===== src/design/contiguous_slot_bitmap_allocator_assert.svh =====
// Assertion macros shared by the slot allocator modules.
`ifndef CONTIGUOUS_SLOT_BITMAP_ALLOCATOR_ASSERT_SVH
`define CONTIGUOUS_SLOT_BITMAP_ALLOCATOR_ASSERT_SVH
`ifndef SYNTHESIS
// Same-cycle implication: when cond holds, prop must hold.
`define CSBA_ASSERT_IMP(lbl, clk_i, rstn_i, cond, prop) \
    lbl: assert property (@(posedge clk_i) disable iff (!rstn_i) (cond) |-> (prop)) \
        else $error("allocator assertion failed");
// Next-cycle implication: when cond holds, prop must hold in the next cycle.
`define CSBA_ASSERT_NXT(lbl, clk_i, rstn_i, cond, prop) \
    lbl: assert property (@(posedge clk_i) disable iff (!rstn_i) (cond) |=> (prop)) \
        else $error("allocator assertion failed");
`else
`define CSBA_ASSERT_IMP(lbl, clk_i, rstn_i, cond, prop)
`define CSBA_ASSERT_NXT(lbl, clk_i, rstn_i, cond, prop)
`endif
`endif


===== src/design/csba_pkg.sv =====
// Package with constants, types and helper functions of the slot allocator.
package csba_pkg;

    localparam int SLOTS  = 32;
    localparam int UNITS  = 2;
    localparam int MODE_W = 2;
    localparam int UNIT_W = 1;
    localparam int CNT_W  = 6;
    localparam int SLOT_W = 5;

    // Request modes.
    typedef enum logic [MODE_W-1:0] {
        MODE_FIND    = 2'd0,
        MODE_CHECK   = 2'd1,
        MODE_MARK    = 2'd2,
        MODE_RELEASE = 2'd3
    } mode_t;

    // Controller states.
    typedef enum logic [1:0] {
        ST_IDLE,
        ST_EVAL,
        ST_HOLD
    } state_t;

    // Commands from the controller to the datapath.
    typedef struct packed {
        logic load;
        logic step;
        logic capture;
        logic emit;
    } cmd_t;

    // Status from the datapath to the controller.
    typedef struct packed {
        logic done;
        logic out_free;
    } status_t;

    typedef logic [SLOTS-1:0] map_t;

    // Mask of the n lowest slots; a count at or above SLOTS gives all slots.
    function automatic map_t low_ones(input logic [CNT_W-1:0] n);
        map_t m;
        for (int i = 0; i < SLOTS; i++)
        begin
            m[i] = (CNT_W'(i) < n);
        end
        return m;
    endfunction

endpackage


===== src/design/csba_ctrl.sv =====
// Controller state machine of the slot allocator.
`include "contiguous_slot_bitmap_allocator_assert.svh"
module csba_ctrl (
    input  logic              clk,
    input  logic              rst_n,
    input  logic              in_valid,
    output logic              in_stall,
    input  csba_pkg::status_t status,
    output csba_pkg::cmd_t    cmd
);

    csba_pkg::state_t state_reg;
    csba_pkg::state_t state_next;

    // State register.
    always_ff @(posedge clk or negedge rst_n)
    begin
        if (!rst_n)
        begin
            state_reg <= csba_pkg::ST_IDLE;
        end
        else
        begin
            state_reg <= state_next;
        end
    end

    // Next state.
    always_comb
    begin
        state_next = state_reg;
        unique case (state_reg)
            csba_pkg::ST_IDLE:
            begin
                if (in_valid)
                begin
                    state_next = csba_pkg::ST_EVAL;
                end
            end
            csba_pkg::ST_EVAL:
            begin
                if (status.done)
                begin
                    state_next = csba_pkg::ST_HOLD;
                end
            end
            csba_pkg::ST_HOLD:
            begin
                if (status.out_free)
                begin
                    state_next = csba_pkg::ST_IDLE;
                end
            end
            default:
            begin
                state_next = csba_pkg::ST_IDLE;
            end
        endcase
    end

    // Outputs.
    always_comb
    begin
        cmd      = '0;
        in_stall = 1'b1;
        unique case (state_reg)
            csba_pkg::ST_IDLE:
            begin
                in_stall = 1'b0;
                cmd.load = in_valid;
            end
            csba_pkg::ST_EVAL:
            begin
                cmd.step    = !status.done;
                cmd.capture = status.done;
            end
            csba_pkg::ST_HOLD:
            begin
                cmd.emit = status.out_free;
            end
            default:
            begin
                cmd = '0;
            end
        endcase
    end

    `CSBA_ASSERT_NXT(a_accept_evals, clk, rst_n, in_valid && !in_stall, state_reg == csba_pkg::ST_EVAL)
    `CSBA_ASSERT_NXT(a_hold_drains, clk, rst_n, cmd.emit, state_reg == csba_pkg::ST_IDLE)
    `CSBA_ASSERT_IMP(a_step_xor_capture, clk, rst_n, cmd.step, !cmd.capture)

endmodule


===== src/design/csba_dp.sv =====
// Datapath of the slot allocator: bitmaps, request registers, scan and result.
`include "contiguous_slot_bitmap_allocator_assert.svh"
module csba_dp (
    input  logic                         clk,
    input  logic                         rst_n,
    input  csba_pkg::cmd_t               cmd,
    output csba_pkg::status_t            status,
    input  logic [csba_pkg::MODE_W-1:0]  mode,
    input  logic [csba_pkg::UNIT_W-1:0]  unit_index,
    input  logic [csba_pkg::CNT_W-1:0]   start_slot,
    input  logic [csba_pkg::CNT_W-1:0]   slot_count,
    output logic                         out_valid,
    input  logic                         out_stall,
    output logic                         found,
    output logic [csba_pkg::SLOT_W-1:0]  found_slot
);

    csba_pkg::map_t                 used_map_reg [csba_pkg::UNITS];
    csba_pkg::mode_t                mode_reg;
    logic [csba_pkg::UNIT_W-1:0]    unit_reg;
    logic [csba_pkg::CNT_W-1:0]     start_reg;
    logic [csba_pkg::CNT_W-1:0]     count_reg;
    logic [csba_pkg::CNT_W-1:0]     off_reg;
    logic                           res_found_reg;
    logic [csba_pkg::SLOT_W-1:0]    res_slot_reg;
    logic                           out_valid_reg;
    logic                           found_reg;
    logic [csba_pkg::SLOT_W-1:0]    found_slot_reg;

    csba_pkg::map_t                 map;
    csba_pkg::map_t                 mask;
    csba_pkg::map_t                 bits;
    logic [csba_pkg::CNT_W-1:0]     cand;
    logic                           range_ok;
    logic                           free;
    logic                           count_ok;
    logic                           hit;
    logic                           res_found;
    logic [csba_pkg::SLOT_W-1:0]    res_slot;
    logic                           find_hit_cap;
    logic                           run_fits;

    // Range test of the current candidate against the addressed bitmap.
    always_comb
    begin
        map  = used_map_reg[unit_reg];
        mask = csba_pkg::low_ones(count_reg);
        cand = (mode_reg == csba_pkg::MODE_FIND) ? off_reg : start_reg;
        range_ok = (start_reg <= csba_pkg::CNT_W'(csba_pkg::SLOTS))
                && (count_reg <= csba_pkg::CNT_W'(csba_pkg::SLOTS))
                && (({1'b0, start_reg} + {1'b0, count_reg})
                    <= (csba_pkg::CNT_W+1)'(csba_pkg::SLOTS));
        free     = ((map >> cand) & mask) == '0;
        count_ok = (count_reg != '0) && (count_reg <= csba_pkg::CNT_W'(csba_pkg::SLOTS));
        hit      = count_ok && free;
        bits     = (start_reg >= csba_pkg::CNT_W'(csba_pkg::SLOTS)) ? '0 : (mask << start_reg);
    end

    // Result of the request and the end-of-work flag.
    always_comb
    begin
        res_found   = 1'b0;
        res_slot    = '0;
        status.done = 1'b1;
        case (mode_reg)
            csba_pkg::MODE_FIND:
            begin
                res_found   = hit;
                res_slot    = hit ? off_reg[csba_pkg::SLOT_W-1:0] : '0;
                status.done = !count_ok || hit || (off_reg == '0);
            end
            csba_pkg::MODE_CHECK:
            begin
                res_found = range_ok && free;
            end
            default:
            begin
                res_found = 1'b0;
            end
        endcase
        status.out_free = !out_valid_reg || !out_stall;
    end

    // A run found by a scan must end inside the map.
    always_comb
    begin
        find_hit_cap = cmd.capture && (mode_reg == csba_pkg::MODE_FIND) && res_found;
        run_fits     = ((csba_pkg::CNT_W+1)'(res_slot) + (csba_pkg::CNT_W+1)'(count_reg))
                       <= (csba_pkg::CNT_W+1)'(csba_pkg::SLOTS);
    end

    // Request registers and the downward scan offset.
    always_ff @(posedge clk)
    begin
        if (cmd.load)
        begin
            mode_reg  <= csba_pkg::mode_t'(mode);
            unit_reg  <= unit_index;
            start_reg <= start_slot;
            count_reg <= slot_count;
            off_reg   <= csba_pkg::CNT_W'(csba_pkg::SLOTS) - slot_count;
        end
        else if (cmd.step)
        begin
            off_reg <= off_reg - csba_pkg::CNT_W'(1);
        end
    end

    // Bitmaps: cleared at reset, updated once per mark or release.
    always_ff @(posedge clk or negedge rst_n)
    begin
        if (!rst_n)
        begin
            for (int u = 0; u < csba_pkg::UNITS; u++)
            begin
                used_map_reg[u] <= '0;
            end
        end
        else if (cmd.capture)
        begin
            if (mode_reg == csba_pkg::MODE_MARK)
            begin
                used_map_reg[unit_reg] <= map | bits;
            end
            else if (mode_reg == csba_pkg::MODE_RELEASE)
            begin
                used_map_reg[unit_reg] <= map & ~bits;
            end
        end
    end

    // Result hold registers.
    always_ff @(posedge clk)
    begin
        if (cmd.capture)
        begin
            res_found_reg <= res_found;
            res_slot_reg  <= res_slot;
        end
        if (cmd.emit)
        begin
            found_reg      <= res_found_reg;
            found_slot_reg <= res_slot_reg;
        end
    end

    // Output beat valid flag.
    always_ff @(posedge clk or negedge rst_n)
    begin
        if (!rst_n)
        begin
            out_valid_reg <= 1'b0;
        end
        else if (cmd.emit)
        begin
            out_valid_reg <= 1'b1;
        end
        else if (!out_stall)
        begin
            out_valid_reg <= 1'b0;
        end
    end

    assign out_valid  = out_valid_reg;
    assign found      = found_reg;
    assign found_slot = found_slot_reg;

    `CSBA_ASSERT_IMP(a_run_fits, clk, rst_n, find_hit_cap, run_fits)
    `CSBA_ASSERT_IMP(a_valid_from_emit, clk, rst_n, $rose(out_valid_reg), $past(cmd.emit))
    `CSBA_ASSERT_IMP(a_slot_zero_unfound, clk, rst_n, out_valid_reg && !found_reg, !(|found_slot_reg))

endmodule


===== src/design/contiguous_slot_bitmap_allocator.sv =====
// Top level of the contiguous slot bitmap allocator.
// Each request is loaded, evaluated, held and then sent as a result beat; find
// scans one candidate offset per cycle downward until a free run or offset 0.
// One request at a time: the next is taken once the last one leaves hold.
// Reset (rst_n low, asynchronous) clears both bitmaps to all free at once.
module contiguous_slot_bitmap_allocator (
    input  logic                         clk,
    input  logic                         rst_n,
    input  logic                         in_valid,
    output logic                         in_stall,
    input  logic [csba_pkg::MODE_W-1:0]  mode,
    input  logic [csba_pkg::UNIT_W-1:0]  unit_index,
    input  logic [csba_pkg::CNT_W-1:0]   start_slot,
    input  logic [csba_pkg::CNT_W-1:0]   slot_count,
    output logic                         out_valid,
    input  logic                         out_stall,
    output logic                         found,
    output logic [csba_pkg::SLOT_W-1:0]  found_slot
);

    csba_pkg::cmd_t    cmd;
    csba_pkg::status_t status;

    // Sequencer.
    csba_ctrl u_ctrl (
        .clk      (clk),
        .rst_n    (rst_n),
        .in_valid (in_valid),
        .in_stall (in_stall),
        .status   (status),
        .cmd      (cmd)
    );

    // Bitmaps and scan datapath.
    csba_dp u_dp (
        .clk        (clk),
        .rst_n      (rst_n),
        .cmd        (cmd),
        .status     (status),
        .mode       (mode),
        .unit_index (unit_index),
        .start_slot (start_slot),
        .slot_count (slot_count),
        .out_valid  (out_valid),
        .out_stall  (out_stall),
        .found      (found),
        .found_slot (found_slot)
    );

endmodule


===== config.mk =====
export PLATFORM = sky130hd
export DESIGN_NAME = contiguous_slot_bitmap_allocator
export DESIGN_NICKNAME = d
export VERILOG_FILES = /design/src/design/csba_pkg.sv /design/src/design/csba_ctrl.sv /design/src/design/csba_dp.sv /design/src/design/contiguous_slot_bitmap_allocator.sv
export VERILOG_INCLUDE_DIRS = /design/src /design/src/design
export SDC_FILE = /design/constraint.sdc
export NUM_CORES = 1
export LEC_CHECK = 0
export ABC_AREA = 1
export BUFFER_PORTS_ARGS = -buffer_cell sky130_fd_sc_hd__buf_2
export CAP_MARGIN = 20
export CORE_ASPECT_RATIO = 0.5
export CORE_UTILIZATION = 40
export CTS_CLUSTER_DIAMETER = 200
export DETAILED_ROUTE_END_ITERATION = 7
export PLACE_DENSITY_LB_ADDON = 0.25
export RECOVER_POWER = 100
export SKIP_CTS_REPAIR_TIMING = 1
export SLEW_MARGIN = 20
export SYNTH_ARGS = -nofsm -noshare
export SYNTH_HDL_FRONTEND = slang
export SYNTH_SLANG_ARGS = --single-unit

===== constraint.sdc =====
create_clock -name clk -period 7.5 [get_ports clk]
set_input_delay 1.125 -clock clk [delete_from_list [all_inputs] [get_ports clk]]
set_output_delay 1.125 -clock clk [all_outputs]
set_load 0.005 [all_outputs]

Yosys cells after proc, flatten, opt, wreduce, memory -nomap -nowiden. Index checks and enable logic that the tools add are counted.

Bits in registers: 100. Output and inout port bits: 8.

Shifts and indexed selects: 2. Magnitude comparators: 38. Reduce and logical (&&, ||, !) cells: 23. Add/sub/neg operators: 3. Equal/unequal tests: 9. Muxes and demuxes: 25. Bitwise logic cells: 5.

Operators by type and width (number): $mux W32 (5); $bwmux W64 (2); $mux W64 (2); $lt A5 B6 Y1 const A (16); $and A32 B32 Y32 (2); $lt A4 B6 Y1 const A (8); $demux W32 S1 (1); $logic_not A32 Y1 (1); $not A32 Y32 (1); $or A32 B32 Y32 (1); $shl A32 B6 Y32 (1); $shr A32 B6 Y32 (1); $lt A3 B6 Y1 const A (4); $mux W6 (3); $le A6 B6 Y1 const B (2); $lt A1 B6 Y1 const A (2); $lt A2 B6 Y1 const A (2); $mux W2 (4); $add A6 B6 Y7 (1); $le A7 B6 Y1 const B (1); $eq A2 B2 Y1 const B (3); $ge A6 B6 Y1 const B (1); $logic_and A1 B1 Y1 (6); $logic_not A6 Y1 (1); other kinds (18) (34).

Logic depth before layout (Yosys ltp). Gate-level depths: netlist of the first run.

Word-level depth: 15. Mapped depth: 23. Gate-level depth less buffers: 21.

Hierarchy. Synthesis of the first run repeated with hierarchy kept, for this count alone.

Cells, all modules: 1374. Area total of the unflattened synthesis: 8582.0 µm².

By module, submodules not included: csba_dp (cells an instance 1355, times used 1, area an instance 8461.9 µm²); csba_ctrl (cells an instance 19, times used 1, area an instance 120.1 µm²).

Least setup slack after synthesis of the first run. No wires, ideal clock.

Path kind: register -> register. From: register u_dp.mode_reg[1]. To: register u_dp.off_reg[0] (netlist bit), enable pin. Setup slack: 4.550 ns. Library setup time: 0.377 ns. Buffers on the path: 3. Arrival: 2.573 ns. Cell stages (with the launch flop): 17. Data required time: 7.123 ns. Cells stage by stage: edfxtp_1 -> buf_2 -> nor2_4 -> buf_6 -> nand2_1 -> o21ai_1 -> inv_1 -> clkbuf_1 -> nor4_1 -> nor2_1 -> nand2_1 -> o21ai_1 -> nand2_1 -> nand2_1 -> nand3_2 -> nand2_1 -> o21ai_0.

Word-level cells in the longest chain between the ends: 12.

Ends and longest elaborated chain: start: declaration (line csba_dp.sv:19) `csba_pkg::mode_t mode_reg;`; start signal: assignment (line csba_dp.sv:97) `mode_reg <= csba_pkg::mode_t'(mode);`; $logic_not A2 Y1 * (line csba_dp.sv:48, csba_dp.sv:65); $mux W6 (line csba_dp.sv:48) `cand = (mode_reg == csba_pkg::MODE_FIND) ? off_reg : start_reg;`; $shr A32 B6 Y32 (line csba_dp.sv:53) `free = ((map >> cand) & mask) == '0;`; $and A32 B32 Y32 (line csba_dp.sv:53); $logic_not A32 Y1 (line csba_dp.sv:53); $logic_and A1 B1 Y1 (line csba_dp.sv:55) `hit = count_ok && free;`; $logic_or A1 B1 Y1 (2 in series) (line csba_dp.sv:70) `status.done = !count_ok || hit || (off_reg == '0);`; $mux W1 * (line csba_dp.sv:65) `case (mode_reg)`; $logic_not A1 Y1 * (line csba_ctrl.sv:74) `cmd.step = !status.done;`; $mux W2 * (line csba_ctrl.sv:66) `unique case (state_reg)`; $reduce_bool A2 Y1 (no source line) *; end signal: assignment (line csba_dp.sv:101) `off_reg <= csba_pkg::CNT_W'(csba_pkg::SLOTS) - slot_count;`; end signal: assignment (line csba_dp.sv:105) `off_reg <= off_reg - csba_pkg::CNT_W'(1);`; end: declaration (line csba_dp.sv:23) `logic [csba_pkg::CNT_W-1:0] off_reg;`.

Every way passes the cells marked *; elsewhere a longest branch is shown, timed or not. A chain may end at the register's enable or synchronous reset.

Final worst setup path of the first run.
From: register u_dp.start_reg[1] (netlist bit). To: register u_dp.off_reg[0] (netlist bit), enable pin.

Word-level cells in the longest chain between the ends: 11.

Ends and longest elaborated chain: start: declaration (line csba_dp.sv:21) `logic [csba_pkg::CNT_W-1:0] start_reg;`; start signal: assignment (line csba_dp.sv:99) `start_reg <= start_slot;`; $mux W6 (line csba_dp.sv:48); $shr A32 B6 Y32 (line csba_dp.sv:53); $and A32 B32 Y32 (line csba_dp.sv:53); $logic_not A32 Y1 (line csba_dp.sv:53); $logic_and A1 B1 Y1 (line csba_dp.sv:55); $logic_or A1 B1 Y1 (2 in series) (line csba_dp.sv:70); $mux W1 (line csba_dp.sv:65); $logic_not A1 Y1 (line csba_ctrl.sv:74); $mux W2 (line csba_ctrl.sv:66); $reduce_bool A2 Y1 (no source line).

No other way between the ends.

==> results.txt, run 1 <==
For this design, the sink count on the clock tree is 100. The setup TNS came out at 0 ns. The final critical path takes up between 80% and 90% of the cycle. The reported max-cap violation count came out at 2.

The internal power contribution is between 1.5 and 2 mW. In this run, CTS created clock tree buffers numbering 9. The combinational cell fraction of total power is just over 60%. The share of power burned in registers came out at between 20 and 30%. The number of nets in the final layout is ~1500. The tree is rooted in a clkbuf_16. The flow ran to the end, but the final reports show violations. The global-route wire length before repair is a little over 50 mm.

In the final layout, flip-flops and latches occupy 0.00267 sq mm. Of all flip-flops after synthesis, the portion carrying an async set or reset was between 60% and 70%. The maximum fanout along the worst path came out at 33. The number of setup violations in the final report came out at 0. The post-route netlist has under 10% of its cells at a drive strength greater than 1.

The element type at the critical path start is a flip-flop. In this run the cell area of the synthesized design comes to roughly 0.0089 sq mm. The post-DP HPWL is about 25 mm. The critical path in this run is classified as reg2reg. In the synthesized netlist, the number of instances is about 1500. The routed via count divided by cell count came out at 5.76.

The register bit total from synthesis is 100. The data arrival time of the critical path came out at 6.05 ns. The count of boundary I/O pins came out at 27. On the final layout, the worst clock skew is 0.0184 ns. Summed over all cells, the static leakage comes to 4.70 nW. The number of global-route vias before repair is 8855. Routability-driven placement finished with a final weighted congestion of about 1. TritonCTS built the clock tree. The largest vdd supply drop came out at approximately 0.16 mV. The sequential-to-total area share from yosys stat is around 30%.

Row generation in the floorplan step produced 38 rows. The global-route congestion overflow total is 0. Setup repair after global routing left no endpoint under its margin. The multi-input combinational cell area came out at 0.00533 sq mm. The total placed instance area came out at 0.00913 sq mm.

The average cell area after synthesis came out at just over 6 sq um. Counting I/O delays and the setup requirement, the final critical path takes approximately 6.1 ns. The pin count of the biggest net entering global routing is 71. The die area is approximately 0.023 sq mm. For this design the total switching power over the nets is between 2 and 2.5 mW. Data on the critical path is required at its endpoint by between 7 and 8 ns. In this run the deepest clock path goes through 2 buffers. The switching fraction of total power came out at 54.4%.

The level count of the clock H-tree is 3. Global routing consumed, over all layers together, 30.0% of the routing resources. In this run the remaining antenna-violating nets after routing total 0. The detailed-route wire length per cell came out at between 15 and 20 microns. The register clock-pin slew on the reported worst setup and hold paths came out at about 0.07 ns. The layout overhead on the synthesized area is 6.37%. The number of antenna diodes in the final layout is 0. Once layout is complete, the utilization of the core stands at a little over two fifths.

The number of max-slew violations in the final report is 80. The relative contribution of the clock network to total power came out at between 10 and 15%. The achievable clock frequency came out at 165 MHz.

In this run the vertical extent of the chip is 107 microns. The overall die width came out at about 210 microns. The finished layout cell area is between 0.009 and 0.01 sq mm.

The count of buffers inserted at the top-level ports came out at 26. The headroom to the max-slew limit came out at -148%. The count of fill cells added during filler insertion came out at about 2400. The min-delay analysis places its worst path in the category reg2reg. The initial cell density of the core is around 41%. The total number of vias is 10000. The number of distinct library cells after synthesis came out at 41. The first-pass iteration count of the detailed router came out at 6. The final reports fail on capacitance limit, slew limit. The DRC violations left is 0.

The number of hold violations in the final report is 0. STA classifies the critical path endpoint as a flip-flop. The DRC marker count from the first detailed-route iteration came out at ~1400. The number of synthesis warnings is 0. When the netlist entered floorplanning its net count stood at roughly 1500. The area of the core is 0.0217 sq mm.

The total wire length after detailed routing came out at ~33 mm. The measured slew at the worst slew-check pin came out at 3.73 ns. At the later pin of the worst-skew pair, clock insertion delay measures about 0.38 ns. Dividing total power by cell area gives a power density of 391 mW/mm^2. The flip-flop count of the largest register, all copies and words added came out at 64. The design draws about 3.7 mW. The number of antenna violations at the first check in global routing came out at 0. The count of flip-flops with a built-in enable after synthesis came out at 33. The most used flip-flop cell after synthesis is dfrtp_1.
cells by family after synthesis:
| logic type | after synthesis | synth area share, % |
|---|---|---|
| AND/OR/NAND/NOR | 919 | 44.5 |
| AO/OA/AOI/OAI | 212 | 12.8 |
| buffers and inverters | 211 | 9.89 |
| flip-flops | 100 | 30.1 |
| adder cells (fa/ha/maj) | 10 | 1.50 |
| XOR/XNOR | 8 | 0.791 |
| multiplexers | 4 | 0.452 |
cell usage after synthesis (2+ instances only):
cell	number	area share [%]
a21oi_1	31	1.8
a31oi_1	6	0.42
buf_1	13	0.55
buf_2	22	1.2
buf_4	3	0.25
buf_6	6	0.76
clkbuf_1	43	1.8
clkinv_1	2	0.085
dfrtp_1	67	19
edfxtp_1	33	11
ha_1	9	1.3
inv_1	120	5.1
inv_2	2	0.085
mux2i_1	4	0.45
nand2_1	555	24
nand3_1	184	10
nand3b_1	4	0.34
nand4_1	77	5.4
nor2_1	78	3.3
nor3_1	6	0.34
o211ai_1	10	0.85
o21a_1	3	0.25
o21ai_0	140	7.9
o21ai_1	12	0.68
o21ai_2	2	0.20
o21bai_1	3	0.25
or2_2	9	0.64
xnor2_1	2	0.20
xor2_1	6	0.59
layout by cell type, fill, tap and decap left out, types with 2 or more instances in the layout:
master / netlist / layout
clkbuf_16: 0 / 9
nand3_1: 184 / 184
a21oi_1: 31 / 31
xnor2_1: 2 / 2
or2_2: 9 / 9
nand4_1: 77 / 77
inv_6: 0 / 3
o211ai_1: 10 / 10
inv_1: 120 / 120
edfxtp_1: 33 / 33
clkinv_4: 0 / 2
ha_1: 9 / 9
clkbuf_1: 43 / 11
buf_4: 3 / 17
inv_2: 2 / 2
a31oi_1: 6 / 6
nand2_1: 555 / 555
dfrtp_1: 67 / 67
nand3b_1: 4 / 4
mux2i_1: 4 / 4
o21ai_0: 140 / 141
o21bai_1: 3 / 3
o21ai_1: 12 / 10
o21a_1: 3 / 3
nor2_1: 78 / 78
o21ai_2: 2 / 3
buf_2: 22 / 17
nor3_1: 6 / 6
clkinv_1: 2 / 2
inv_8: 0 / 2
xor2_1: 6 / 6
metal layers:
| metal | routed length (microns) | share of wire [%] | GRT usage (%) | vias up |
|---|---|---|---|---|
| met5 | 0 | 0 | 0 | - |
| met4 | 621 | 1.9 | 7.30 | 0 |
| met3 | 3250 | 9.8 | 6.68 | 40 |
| met2 | 12900 | 39 | 40.5 | 537 |
| met1 | 16300 | 49 | 46.8 | 4663 |
| li1 | - | - | - | 4785 |
power by group through the flow:
stage	clock (mW)	combinational [mW]	sequential [mW]
finish	0.472	2.29	0.923
floorplan	0	1.63	0.880
global route	0.501	2.55	0.947
CTS	0.481	2.22	0.919
global placement	0	2.19	0.920
detailed placement	0	2.21	0.928
layout make-up:
| cell class | count | area share (%) |
|---|---|---|
| multi-input combinational | 1153 | 56.5 |
| inverter | 124 | 4.94 |
| sequential | 100 | 28.3 |
| clock inverter | 7 | 0.704 |
| tap | 300 | 3.98 |
| clock buffer | 9 | 2.39 |
| timing repair buffer | 47 | 3.15 |
final timing paths:
check,start,to,slack (ns),cells past startpoint
max,u_dp.start_reg[1],u_dp.off_reg[0],1.44,16
min,u_dp.res_slot_reg[0],u_dp.found_slot[0],0.43,0
max reg2reg,u_dp.start_reg[1],u_dp.off_reg[0],1.44,16
min reg2reg,u_dp.res_slot_reg[0],u_dp.found_slot[0],0.43,0
max in group asynchronous,rst_n,u_dp.used_map_reg[62],3.26,2
min in group asynchronous,rst_n,u_dp.used_map_reg[52],2.11,2
metrics by stage:
step	worst slack [ns]	hold WS, ns	cells
after floorplan	4.55	0.400	1464
final	1.44	0.427	1740
after detailed placement	2.19	0.409	1723
after CTS	2.19	0.431	1739
after global placement	2.05	0.408	1722
after global routing	1.02	0.437	1740
worst max-delay path, cell delays in order, from the launching register on:
cell      delay (ns)
edfxtp_1        0.97
inv_1           0.67
o21ai_0         1.59
buf_8           0.26
buf_4           0.17
nand3_1         0.10
nand3_1         0.10
nand3_1         0.16
nand3_1         0.15
nand3_1         0.09
nand2_1         0.10
nor2_1          0.05
nand2_1         0.09
nand2_1         0.07
nand3_2         0.16
nand2_1         0.12
o21ai_0         0.81
Power figures use the tool's default switching activity.
==> inputs of run 2 (changes only) <==
--- a/config.mk
+++ b/config.mk
@@ -6,7 +6,7 @@
 export SDC_FILE = /design/constraint.sdc
 export NUM_CORES = 1
 export LEC_CHECK = 0
-export ABC_AREA = 1
+export ABC_AREA = 0
 export BUFFER_PORTS_ARGS = -buffer_cell sky130_fd_sc_hd__buf_2
 export CAP_MARGIN = 20
 export CORE_ASPECT_RATIO = 0.5
==> constraint.sdc (replaced) <==
create_clock -name clk -period 6 [get_ports clk]
set_input_delay 0.9 -clock clk [delete_from_list [all_inputs] [get_ports clk]]
set_output_delay 0.9 -clock clk [all_outputs]
set_load 0.005 [all_outputs]
==> run 2 against run 1 <==
Compared with the run above:
- area after synthesis shrank 2.9%
- cell area shrank 2.5%
- non-clock buffer count grew 4
- wire length grew 5.0%
- first-iteration DRC count shrank 2.9%
- clock power grew 29%
- fmax grew 23%
- synthesized cell count shrank 26%
- worst setup slack lost 0.37 ns
- die area shrank 2.9%
- critical endpoint is now u_dp.res_slot_reg[4]
- count of clock-buffer cells in the layout is the same
- the flow still finishes with violations (capacitance limit, slew limit)
- hold slack lost 0.0077 ns
==> results.txt, run 2 <==
The async set-reset flop share out of synthesis is 67.0% (unchanged). The layout cell share with drive strength beyond 1 is 10.1% (was 4.86%). The critical path class is reg2reg (unchanged). The TritonCTS clock tree was done (unchanged). The synthesized netlist cell count came out at 1078 (was 1464). The reported max-cap violation count is 2 (unchanged). The most frequent standard cell in the layout excluding fill and tap cells is a21oi_1 (was nand2_1). The clock insertion delay at the later pin of the skew report was 0.40 ns (was 0.38 ns). Setup repair after global routing missed its margin: false (unchanged). The initial cell density of the core is 41.4% (was 40.9%). The netlist area before placement is 0.00860 sq mm (was 0.00886 sq mm). The leading register cell type out of synthesis is dfrtp_1 (unchanged). The residual antenna-violating net count after detailed routing is 0 (unchanged). The buffer depth of the longest clock path came to 2 (unchanged). Result of the run: complete, but fails checks (unchanged).

The area of the core is 0.0208 sq mm (was 0.0217 sq mm). The kind of cell adding the most delay to the critical path is simple AND/OR/NAND/NOR gates (was compound AO/OA/AOI/OAI gates). The number of max-slew violations in the final report came out at 68 (was 80). The maximum fanout along the worst path came out at 19 (was 33).

The global-route congestion overflow total is 0 (unchanged). The data arrival time of the critical path came to 4.96 ns (was 6.05 ns). The number of antenna violations at the first check in global routing came out at 0 (unchanged).

The measured slew at the worst slew-check pin is 3.92 ns (was 3.73 ns). The total chip power is 5.01 mW (was 3.69 mW). The DRC marker count from the first detailed-route iteration is 1328 (was 1367). The start point of the worst min-delay path is u_dp.res_slot_reg[2] (was u_dp.res_slot_reg[0]).

The average cell area after synthesis is 7.98 sq um (was 6.05 sq um). The layout overhead on the synthesized area came to 6.87% (was 6.37%). The register bit total from synthesis is 100 (unchanged).

The total number of vias came out at 8650 (was 10000). The DRC violations left is 0 (unchanged). The utilization after layout was 44.2% (was 43.5%).

The post-placement cell count is 1316 (was 1723). Violations in the final reports: capacitance limit, slew limit (unchanged). The largest vdd supply drop came out at 0.223 mV (was 0.162 mV). The element type at the critical path start is a flip-flop (unchanged). The most frequently used cell type in the post-synthesis netlist is a21oi_1 (was nand2_1). The achievable clock frequency is 203 MHz (was 165 MHz).

The number of global-route vias before repair is 7963 (was 8855). The endpoint kind of the worst setup timing path is a flip-flop (unchanged). The worst min-delay path endpoint is u_dp.found_slot[2] (was u_dp.found_slot[0]). CP cell instances: or3b_1 -> nand2_2 -> mux4_2 -> mux4_2 -> nor2_1 -> a311oi_1 -> or4_1 -> o31ai_1 -> a21oi_1 -> nor2_1 (was inv_1 -> o21ai_0 -> buf_8 -> buf_4 -> nand3_1 -> nand3_1 -> nand3_1 -> nand3_1 -> nand3_1 -> nand2_1 -> nor2_1 -> nand2_1 -> nand2_1 -> nand3_2 -> nand2_1 -> o21ai_0). The fraction of the cycle the final worst path needs came to 82.2% (was 80.8%). The number of distinct library cells after synthesis is 77 (was 41). The overall fraction of global-route tracks in use is 32.2% (was 30.0%). The setup skew after layout came out at 0.0228 ns (was 0.0184 ns).

The final-layout worst hold slack was 0.420 ns (was 0.427 ns). The register clock-pin slew on the reported worst setup and hold paths came to 0.09 ns (was 0.07 ns). The count of flip-flops with a built-in enable after synthesis is 33 (unchanged).

The critical path's largest stage delay is 0.77 ns (was 1.59 ns). The antenna cell count is 0 (unchanged). The number of setup violations in the final report is 0 (unchanged). The endpoint of the worst register-to-register path is u_dp.res_slot_reg[4] (was u_dp.off_reg[0]).

The type of the most critical hold path is reg2reg (unchanged). The total leakage power is 3.62 nW (was 4.70 nW). The total wire length after detailed routing is 34.7 mm (was 33.1 mm). The number of hold violations in the final report is 0 (unchanged). The largest area contributor in the netlist is dfrtp_1 (was nand2_1). Commonest cells after routing, fill and taps aside: a21oi_1, nor2_1, o21ai_0 (was nand2_1, nand3_1, o21ai_0). Top area cells in the synthesized netlist: dfrtp_1, edfxtp_1, mux2i_1 (was nand2_1, dfrtp_1, edfxtp_1).

The headroom to the max-slew limit is -161% (was -148%). The die area is 0.0221 sq mm (was 0.0228 sq mm). The worst reg2reg path startpoint is u_dp.mode_reg[1] (was u_dp.start_reg[1]). The routed via count divided by cell count is 6.49 (was 5.76). The global-route wire length before repair is 51.7 mm (was 51.4 mm). The total number of placement rows came out at 37 (was 38). The count of buffers inserted at the top-level ports came out at 26 (unchanged). Post-synth top cells: a21oi_1, nor2_1, o21ai_0 (was nand2_1, nand3_1, o21ai_0).

The clock net sink count came out at 100 (unchanged). The overall die width came out at 209 microns (was 212 microns). The final weighted congestion in routability-driven placement is 1.00 (was 1.03). The total CTS buffers was 9 (unchanged). The number of synthesis warnings was 0 (unchanged). The count of boundary I/O pins is 27 (unchanged). The setup TNS is 0 ns (unchanged). The final period demand of the worst path came to 4.93 ns (was 6.06 ns). The first-pass iteration count of the detailed router came to 8 (was 6). The slowest library cell on the worst path was or3b_1 (was o21ai_0). The number of standard cells in the layout, taps in and fillers out came to 1332 (was 1740). The total nets after synthesis is 1107 (was 1493). The CTS root buffer is clkbuf_16 (unchanged). The detailed-route wire length per cell came out at 26.1 microns (was 19.0 microns). The number of cells on the worst reg-to-reg path came out at 10 (was 16). The area fraction of the dominant cell type after synthesis came out at 19.5% (was 23.5%). The total power per unit cell area came out at 545 mW/mm^2 (was 391 mW/mm^2). The setup slack on the worst flop-to-flop path came out at 1.07 ns (was 1.44 ns). The flip-flop count of the largest register, all copies and words added was 64 (unchanged). The number of nets in the final layout came out at 1083 (was 1464).

The sequential-to-total area share from yosys stat came out at 31.0% (was 30.1%). The post-DP HPWL came out at 26.2 mm (was 24.9 mm). The count of buffer and inverter cells on the critical path was 0 (was 3). The worst hold path depth came out at 0 (unchanged). The data required time of the worst path is 6.03 ns (was 7.49 ns). The pin count of the biggest net entering global routing came out at 68 (was 71). The level count of the clock H-tree came out at 3 (unchanged). The floorplan die height is 106 microns (was 107 microns).
==> run 2: layout make-up <==
cell class | instances | area, sq um
timing repair buffer | 51 | 303
multi-input combinational | 868 | 5490
fill | 2058 | 11600
tap | 273 | 342
sequential | 100 | 2670
clock buffer | 9 | 225
inverter | 24 | 90.1
clock inverter | 7 | 71.3
==> run 2: how the worst max path moves through the flow <==
stage / cells after the start / slack (ns) / from / to
floorplan: 12 / 2.35 / u_dp.mode_reg[1] / u_dp.res_found_reg
global placement: 10 / 1.39 / u_dp.mode_reg[1] / u_dp.res_found_reg
detailed placement: 10 / 1.20 / u_dp.mode_reg[1] / u_dp.res_found_reg
CTS: 10 / 1.15 / u_dp.mode_reg[1] / u_dp.res_slot_reg[4]
global route: 10 / 0.80 / u_dp.mode_reg[1] / u_dp.res_found_reg
finish: 10 / 1.07 / u_dp.mode_reg[1] / u_dp.res_slot_reg[4]
==> run 2: cells by family after synthesis <==
group	synth area share (%)
compound gates	25.9
simple gates	20.6
fa+ha+maj	1.78
xor+xnor	1.12
mux	14.4
flops	31.0
buf+inv	5.19
==> run 2: report_power, final <==
part           switching (mW)  internal, mW  leakage, nW
Combinational            2.09          1.06         2.35
Clock                   0.318         0.292        0.138
Sequential              0.231          1.01         1.13
==> run 2: through the flow <==
stage	instance area (sq um)	worst slack [ns]
after CTS	9230	1.15
after global routing	9190	0.800
after global placement	8930	1.39
after floorplan	8600	2.35
final	9190	1.07
after detailed placement	8930	1.20
==> run 2: metal layers <==
| metal | up-vias | GRT usage, % | routed length [microns] |
|---|---|---|---|
| li1 | 3970 | - | - |
| met1 | 4148 | 47.1 | 16300 |
| met2 | 477 | 42.0 | 13100 |
| met3 | 55 | 12.7 | 4540 |
| met4 | 0 | 10.5 | 838 |
| met5 | - | 0 | 0 |
